[config.mk]
export PLATFORM = sky130hd
export DESIGN_NAME = qir_queue
export DESIGN_NICKNAME = d
export VERILOG_FILES = /design/src/hw/rtl/qir_pkg.sv /design/src/hw/rtl/qir_queue.sv
export SDC_FILE = /design/constraint.sdc
export NUM_CORES = 1
export LEC_CHECK = 0
export ABC_AREA = 1
export BUFFER_PORTS_ARGS = -buffer_cell sky130_fd_sc_hd__buf_2
export CAP_MARGIN = 20
export CELL_PAD_IN_SITES_DETAIL_PLACEMENT = 0
export CELL_PAD_IN_SITES_GLOBAL_PLACEMENT = 1
export CORE_MARGIN = 4
export CORE_UTILIZATION = 48
export DETAILED_ROUTE_END_ITERATION = 12
export HOLD_SLACK_MARGIN = 0.06
export PLACE_DENSITY = 0.83
export SYNTH_ARGS = -nofsm -noshare
export SYNTH_HDL_FRONTEND = slang
export SYNTH_SLANG_ARGS = --single-unit
[constraint.sdc]
create_clock -name i_clk -period 27.4 [get_ports i_clk]
set_input_delay 0 -clock i_clk [delete_from_list [all_inputs] [get_ports i_clk]]
set_output_delay 0 -clock i_clk [all_outputs]
set_load 0.02 [all_outputs]
[src/hw/rtl/qir_pkg.sv]
// Shared types, constants and constant functions of the quaternion integration residual block.
`timescale 1ns / 1ps

package qir_pkg;

    // CORDIC depth; must lie in 16..48.
    localparam int CORDIC_ITERATIONS = 32;

    // Quotient bits of the sin(theta)*omega/|omega| divider.
    localparam int QUO_W = 31;

    // Queue between the front and back parts; a power of two.
    localparam int QUEUE_DEPTH = 4;

    localparam int APB_ADDR_W = 3;
    localparam int APB_DATA_W = 32;
    localparam logic [APB_ADDR_W-3:0] REG_SQUARE_MODE = 1'd0;

    localparam int RES_W = 36;

    localparam logic signed [63:0] PI4_Q62         = 64'sh3243F6A8885A308D;
    localparam logic [62:0]        PIO2_Q62        = 63'h6487ED5110B4611A;
    localparam logic [63:0]        TWO_OVER_PI_Q64 = 64'hA2F9836E4E44152A;
    localparam logic signed [63:0] GAIN_Q62        = 64'sd2800459870029452954;
    localparam logic signed [31:0] ONE_Q30         = 32'sd1073741824;
    localparam logic signed [RES_W-1:0] RES_MAX    = 36'sh7FFFFFFFF;
    localparam logic signed [RES_W-1:0] RES_MIN    = 36'sh800000000;

    // Payload carried through the norm pipeline of the front part.
    typedef struct packed {
        logic [3:0][31:0] q1;
        logic [3:0][31:0] q2;
        logic [2:0][31:0] w;
        logic [31:0]      h;
    } t_in_carry;

    // One classified item as handed from the front part to the back part.
    typedef struct packed {
        logic [3:0][31:0] q1;
        logic [3:0][31:0] q2;
        logic [2:0][31:0] w;
        logic [31:0]      n;
        logic [63:0]      p;
        logic             zero;
    } t_front_item;

    // Payload carried alongside the trig and divider pipelines.
    typedef struct packed {
        logic [3:0][31:0] q1;
        logic [3:0][31:0] q2;
        logic [2:0][31:0] w;
        logic [31:0]      n;
        logic             zero;
    } t_back_carry;

    // Arctangent of 2^-i in Q.62: pi/4 for i = 0, else the truncated
    // alternating series. Evaluated only at elaboration; the quotients use
    // a shift-and-subtract loop.
    function automatic logic signed [63:0] atan_q62(input int i);
        logic signed [63:0] acc;
        logic [63:0]        num;
        logic [63:0]        quo;
        logic [63:0]        rem;
        logic [63:0]        dvs;
        int                 k;
        int                 e;
        int                 b;
        acc = '0;
        if (i == 0) begin
            acc = PI4_Q62;
        end else begin
            for (k = 0; k < 32; k++) begin
                e = i * (2 * k + 1);
                if (e <= 62) begin
                    num = 64'd1 << (62 - e);
                    dvs = 64'(2 * k + 1);
                    quo = '0;
                    rem = '0;
                    for (b = 63; b >= 0; b--) begin
                        rem = {rem[62:0], num[b]};
                        quo = {quo[62:0], 1'b0};
                        if (rem >= dvs) begin
                            rem    = rem - dvs;
                            quo[0] = 1'b1;
                        end
                    end
                    if (k[0]) begin
                        acc = acc - $signed(quo);
                    end else begin
                        acc = acc + $signed(quo);
                    end
                end
            end
        end
        return acc;
    endfunction

endpackage

[src/hw/rtl/qir_queue.sv]
// Short queue of classified items between the front and back parts.
`timescale 1ns / 1ps

module qir_queue (
    input  logic                 i_clk,
    input  logic                 i_rst_n,
    input  qir_pkg::t_front_item i_item,
    input  logic                 i_valid,
    output logic                 o_ready,
    output qir_pkg::t_front_item o_item,
    output logic                 o_valid,
    input  logic                 i_ready
);
    import qir_pkg::*;

    localparam int PTR_W = $clog2(QUEUE_DEPTH);

    t_front_item      r_mem [0:QUEUE_DEPTH-1];
    logic [PTR_W-1:0] r_wr;
    logic [PTR_W-1:0] r_rd;
    logic [PTR_W:0]   r_cnt;
    logic             w_push;
    logic             w_pop;

    assign o_ready = (r_cnt != (PTR_W + 1)'(QUEUE_DEPTH));
    assign o_valid = (r_cnt != '0);
    assign w_push  = i_valid && o_ready;
    assign w_pop   = o_valid && i_ready;
    assign o_item  = r_mem[r_rd];

    always_ff @(posedge i_clk) begin
        if (!i_rst_n) begin
            r_wr  <= '0;
            r_rd  <= '0;
            r_cnt <= '0;
        end else begin
            if (w_push) begin
                r_wr <= r_wr + 1'b1;
            end
            if (w_pop) begin
                r_rd <= r_rd + 1'b1;
            end
            if (w_push && !w_pop) begin
                r_cnt <= r_cnt + 1'b1;
            end else if (w_pop && !w_push) begin
                r_cnt <= r_cnt - 1'b1;
            end
        end
    end

    always_ff @(posedge i_clk) begin
        if (w_push) begin
            r_mem[r_wr] <= i_item;
        end
    end

endmodule

### Word-level counts from Yosys, hierarchy flattened

Memories as Yosys holds them, arrays and structs flattened. A register that Yosys moved wholly into a read port is not among the register bits.
Index checks and enable logic that the tools add are counted.

| cells by class | value |
|---|---|
| add/sub/neg operators | 4 |
| equality and inequality tests | 1 |
| mux-type cells | 6 |
| reduce and logical (&&, ||, !) cells | 8 |

Operators with widths:

| kind | count |
|---|---|
| two-way mux 3 bit | 2 |
| adder 2 x 1 -> 2 bit, second input constant | 2 |
| logical AND 1 bit | 4 |
| two-way mux 2 bit | 2 |
| adder 3 x 1 -> 3 bit, second input constant | 1 |
| inequality test 3 bit, second input constant | 1 |
| nonzero test 3 bit | 1 |
| subtractor 3 x 1 -> 3 bit, second input constant | 1 |
| zero test 1 bit | 2 |
| two-way mux 1 bit | 2 |
| nonzero test 2 bit | 1 |

| word-level totals | value |
|---|---|
| register bits after elaboration | 7 |
| bits in writable memories | 1,796 |
| input port bits | 453 |
| output and inout port bits | 451 |
| memories kept | 1 |

Memories:

| memory | depth | width | read ports | clocked after memory_dff | write ports | RTL line | source |
|---|---|---|---|---|---|---|---|
| r_mem | 4 | 449 | 1 | 1 | 1 | qir_queue.sv:18 | `t_front_item r_mem [0:QUEUE_DEPTH-1];` |

### Longest topological paths before layout

| depth | value |
|---|---|
| depth after elaboration | 6 |
| mapped depth | 13 |

### Worst setup path after synthesis

No wires, ideal clock.

| timing | value |
|---|---|
| kind | register to register |
| start | register r_cnt[0] |
| end | memory r_mem[0][0] (netlist name), enable pin |
| library setup time | 1.273 ns |
| data arrival time | 19.389 ns |
| data required time | 26.127 ns |
| setup slack | 6.738 ns |
| stages on the path, launching flop included | 5 |
| path buffers | 0 |
| period minus slack after synthesis | 20.662 ns |
| cells stage by stage | dfxtp_1 -> nor2_1 -> nand2_1 -> nand2_1 -> nor2_1 |

| between the ends | value |
|---|---|
| longest elaborated chain between the ends | 4 |

RTL lines:

| what | RTL line | source |
|---|---|---|
| start, declared | qir_queue.sv:21 | `logic [PTR_W:0] r_cnt;` |
| start signal, assigned | qir_queue.sv:44 | `r_cnt <= r_cnt + 1'b1;` |
| start signal, assigned | qir_queue.sv:46 | `r_cnt <= r_cnt - 1'b1;` |
| inequality test 3 bit | qir_queue.sv:25 | `assign o_ready = (r_cnt != (PTR_W + 1)'(QUEUE_DEPTH));` |
| via o_ready | qir_queue.sv:9 | `output logic o_ready,` |
| logical AND 1 bit | qir_queue.sv:27 | `assign w_push = i_valid && o_ready;` |
| two-way mux 1 bit | qir_queue.sv:52 | `if (w_push) begin` |
| two-way mux 1 bit (implied by the code) | qir_queue.sv:53 | `r_mem[r_wr] <= i_item;` |
| end, declared | qir_queue.sv:18 |  |

The timed path passes the listed nets, and every way through them passes these cells.

==> metrics.csv <==
stage;metric;value;unit
critical_path;Critical Setup Path Class;flip-flop to primary output;
floorplan;row cnt;136;
drt;DRC;0;
critical_path;WP data required;27400;ps
logic_synthesis;Ys Warns;0;
cells_and_area;commonest cells after routing, fill and taps aside;edfxtp_1, dlygate4sd3_1, buf_2;
placement;dpl ws;22030;ps
logic_synthesis;Yosys reg bits;1805;
cts;Worst-path clk slew;60;ps
grt;vias in the first global route;44580;
logic_synthesis;Netlist cell types;25;
cts;maximum root-to-sink buffer count;3;
cts;post-CTS resize count;0;
pwr;Sequential Power Share;0.432;
cts;TritonCTS Buffers;178;
drt;Detailed Routing Iterations Pass 1;6;
critical_path;critical path arrival;5440;ps
cells_and_area;final non-filler cell area;0.08721;mm^2
critical_path;Startpoint Class;flip-flop;
run;max-cap violations;0;
drt;Post-DRT Antenna Nets;0;
logic_synthesis;Syn Nets;4868;
drt;Iteration-0 DRC Markers;4141;
floorplan;die area;0.1448;mm^2
cells_and_area;final core occ;0.6335;
drt;final wirelength;179.7;mm
grt;gr usage total;0.2383;
cts;# H-tree levels;4;
sta;Max Clk Rate;183.7;MHz
sta;Worst slew margin;0.05284;
drt;post-DR vias/cell;5.568;
outcome;outcome;complete, no violations;
sta;Least-Margin Pin Slew;1421;ps
sta;Final period util;0.1986;
pwr;Combinational Power Share;0.272;
critical_path;Crit. End Element;primary output;
cells_and_area;most common cell after layout, fill and taps aside;edfxtp_1;
sta;final critical-path required period;5443;ps
sta;setup_tns;0;ps
cts;Hold-fix buffers, CTS;906;
sta;RSZ-0062 raised after global routing;false;
cells_and_area;Syn-to-layout area delta;30.92;%
logic_synthesis;Mapped Area;0.06661;mm^2
pwr;Net Sw Power;2639;uW
cells_and_area;Nets;6613;
placement;HPWL Detailed;98.63;mm
drt;WL/cell;22.15;um
sta;final number of hold-violating endpoints;0;
placement;DP Area;0.07248;mm^2
critical_path;crit path max fanout;195;
grt;initial antenna violation count;31;
floorplan;I/O Pins;904;
floorplan;core area;0.1377;mm^2
cts;postcts setup bufs;0;
floorplan;die height;380.5;um
pwr;Net Sw Frac;0.3325;
logic_synthesis;synthesized area per cell;15.11;um^2
sta;max-slew violations;0;
cells_and_area;layout cells sized above 1;0.1939;
cts;worst skew pair latency;800;ps
critical_path;R2R Path Start;r_cnt[0]$_SDFFE_PN0P_;
cts;Root Driver;clkbuf_16;
logic_synthesis;EDFF count, synth;1796;
pwr;Pint;5299;uW
pwr;P per Cell Area;91.02;mW/mm^2
sta;Setup-failing EPs final;0;
hold_path;hold_sp;i_ready;
logic_synthesis;register area share after synthesis;0.8123;
cts;CTS Sinks;1805;
logic_synthesis;Synth async-reset ratio;0;
sta;Clock Skew;28.43;ps
hold_path;Hold Path Class;input port to flip-flop;
pwr;Clock Power Share;0.295;
floorplan;Starting Density;0.4839;
floorplan;Die X;380.5;um
placement;PortBufs;903;
logic_synthesis;Primary FF master, synth;edfxtp_1;
placement;GP Congestion;0.8169;
pwr;Lkg Pwr;0.03071;uW
drt;Vias;45190;
grt;Overflow after GRT;0;
pwr;Max IR drop VDD;0.08407;mV
cts;CTS tree;yes;
grt;global-route wire length before repair;267.2;mm
grt;largest net degree at the start of global routing;253;
logic_synthesis;Mapped Cells;4409;
sta;final worst slack;21960;ps
## registers in the layout, indices dropped and copies added, names as in the netlist, named ones only
signal,cells
r_mem,1796
r_cnt,3
r_rd,2
r_wr,2
## routing by layer
layer,GRT usage,vias up,share of wire
met2,0.3936,2036,0.49
met1,0.2962,22430,0.38
li1,-,20290,-
met3,0.05437,434,0.078
met4,0.1219,4,0.053
met5,0,-,0.00012
## worst max-delay path: stages (launching register included)
cell and delay (ps):
dfxtp_4 600, clkinv_16 360, buf_4 810, buf_4 850, buf_4 930, o21ai_0 220, o22ai_1 400, buf_2 250
## final timing paths
kind,end,slack (ps),cells after the start
setup / recovery,o_item[10],21960,7
hold / removal,flip-flop,150,4
setup reg to reg,r_mem[2][138]$_DFFE_PP_,22060,8
hold reg to reg,flip-flop,490,2
## cell type report
| cell class | instances | area (um^2) |
|---|---|---|
| sequential | 1805 | 54120 |
| fill | 9592 | 50450 |
| timing repair buffer | 1863 | 14080 |
| multi-input combinational | 2290 | 11040 |
| clock buffer | 230 | 4735 |
| tap | 1794 | 2245 |
| clock inverter | 87 | 824.5 |
| inverter | 16 | 93.84 |
| antenna | 31 | 77.57 |
## per-stage QoR
stage          instances  hold WS (ps)  total power [uW]
6_report            8116         145.3              7938
5_1_grt             8108         121.2              8244
4_1_cts             8084         61.53              7934
3_5_place_dp        6861         215.3              5507
3_3_place_gp        6861         208.3              5477
2_1_floorplan       4409         98.87              4932
## power groups by stage
stage	clock network (uW)	registers (uW)	logic, uW
floorplan	0	3680	1250
finish	2340	3430	2160
detailed placement	0	3480	2020
global route	2500	3450	2300
CTS	2370	3430	2140
global placement	0	3480	2000
## synthesized netlist by cell type, types with 2 or more instances
| cell type | instances | area (um^2) |
|---|---|---|
| a21oi_1 | 3 | 15.01 |
| edfxtp_1 | 1796 | 53930 |
| o22ai_2 | 10 | 125.1 |
| o21ai_0 | 899 | 4499 |
| buf_1 | 3 | 11.26 |
| nand2_1 | 15 | 56.30 |
| buf_8 | 2 | 30.03 |
| nor2_1 | 902 | 3386 |
| dfxtp_1 | 9 | 180.2 |
| o22ai_1 | 439 | 2746 |
| nor2_2 | 10 | 62.56 |
| ha_1 | 5 | 62.56 |
| buf_6 | 19 | 214.0 |
| inv_1 | 14 | 52.55 |
| buf_2 | 44 | 220.2 |
| nand3_1 | 4 | 20.02 |
| clkbuf_1 | 209 | 784.5 |
| buf_4 | 19 | 142.6 |
## cell families (layout without fill, tap and decap cells)
| kind of cell | after synthesis | in the layout | share of synthesized area |
|---|---|---|---|
| XOR/XNOR | 1 | 1 | 0.0001315 |
| AO/OA/AOI/OAI | 1351 | 1351 | 0.1109 |
| flip-flops | 1805 | 1805 | 0.8123 |
| AND/OR/NAND/NOR | 932 | 932 | 0.05302 |
| other | 0 | 31 | 0 |
| adder cells (fa/ha/maj) | 6 | 6 | 0.001240 |
| buffers and inverters | 314 | 2196 | 0.02241 |
Power figures use the tool's default switching activity.
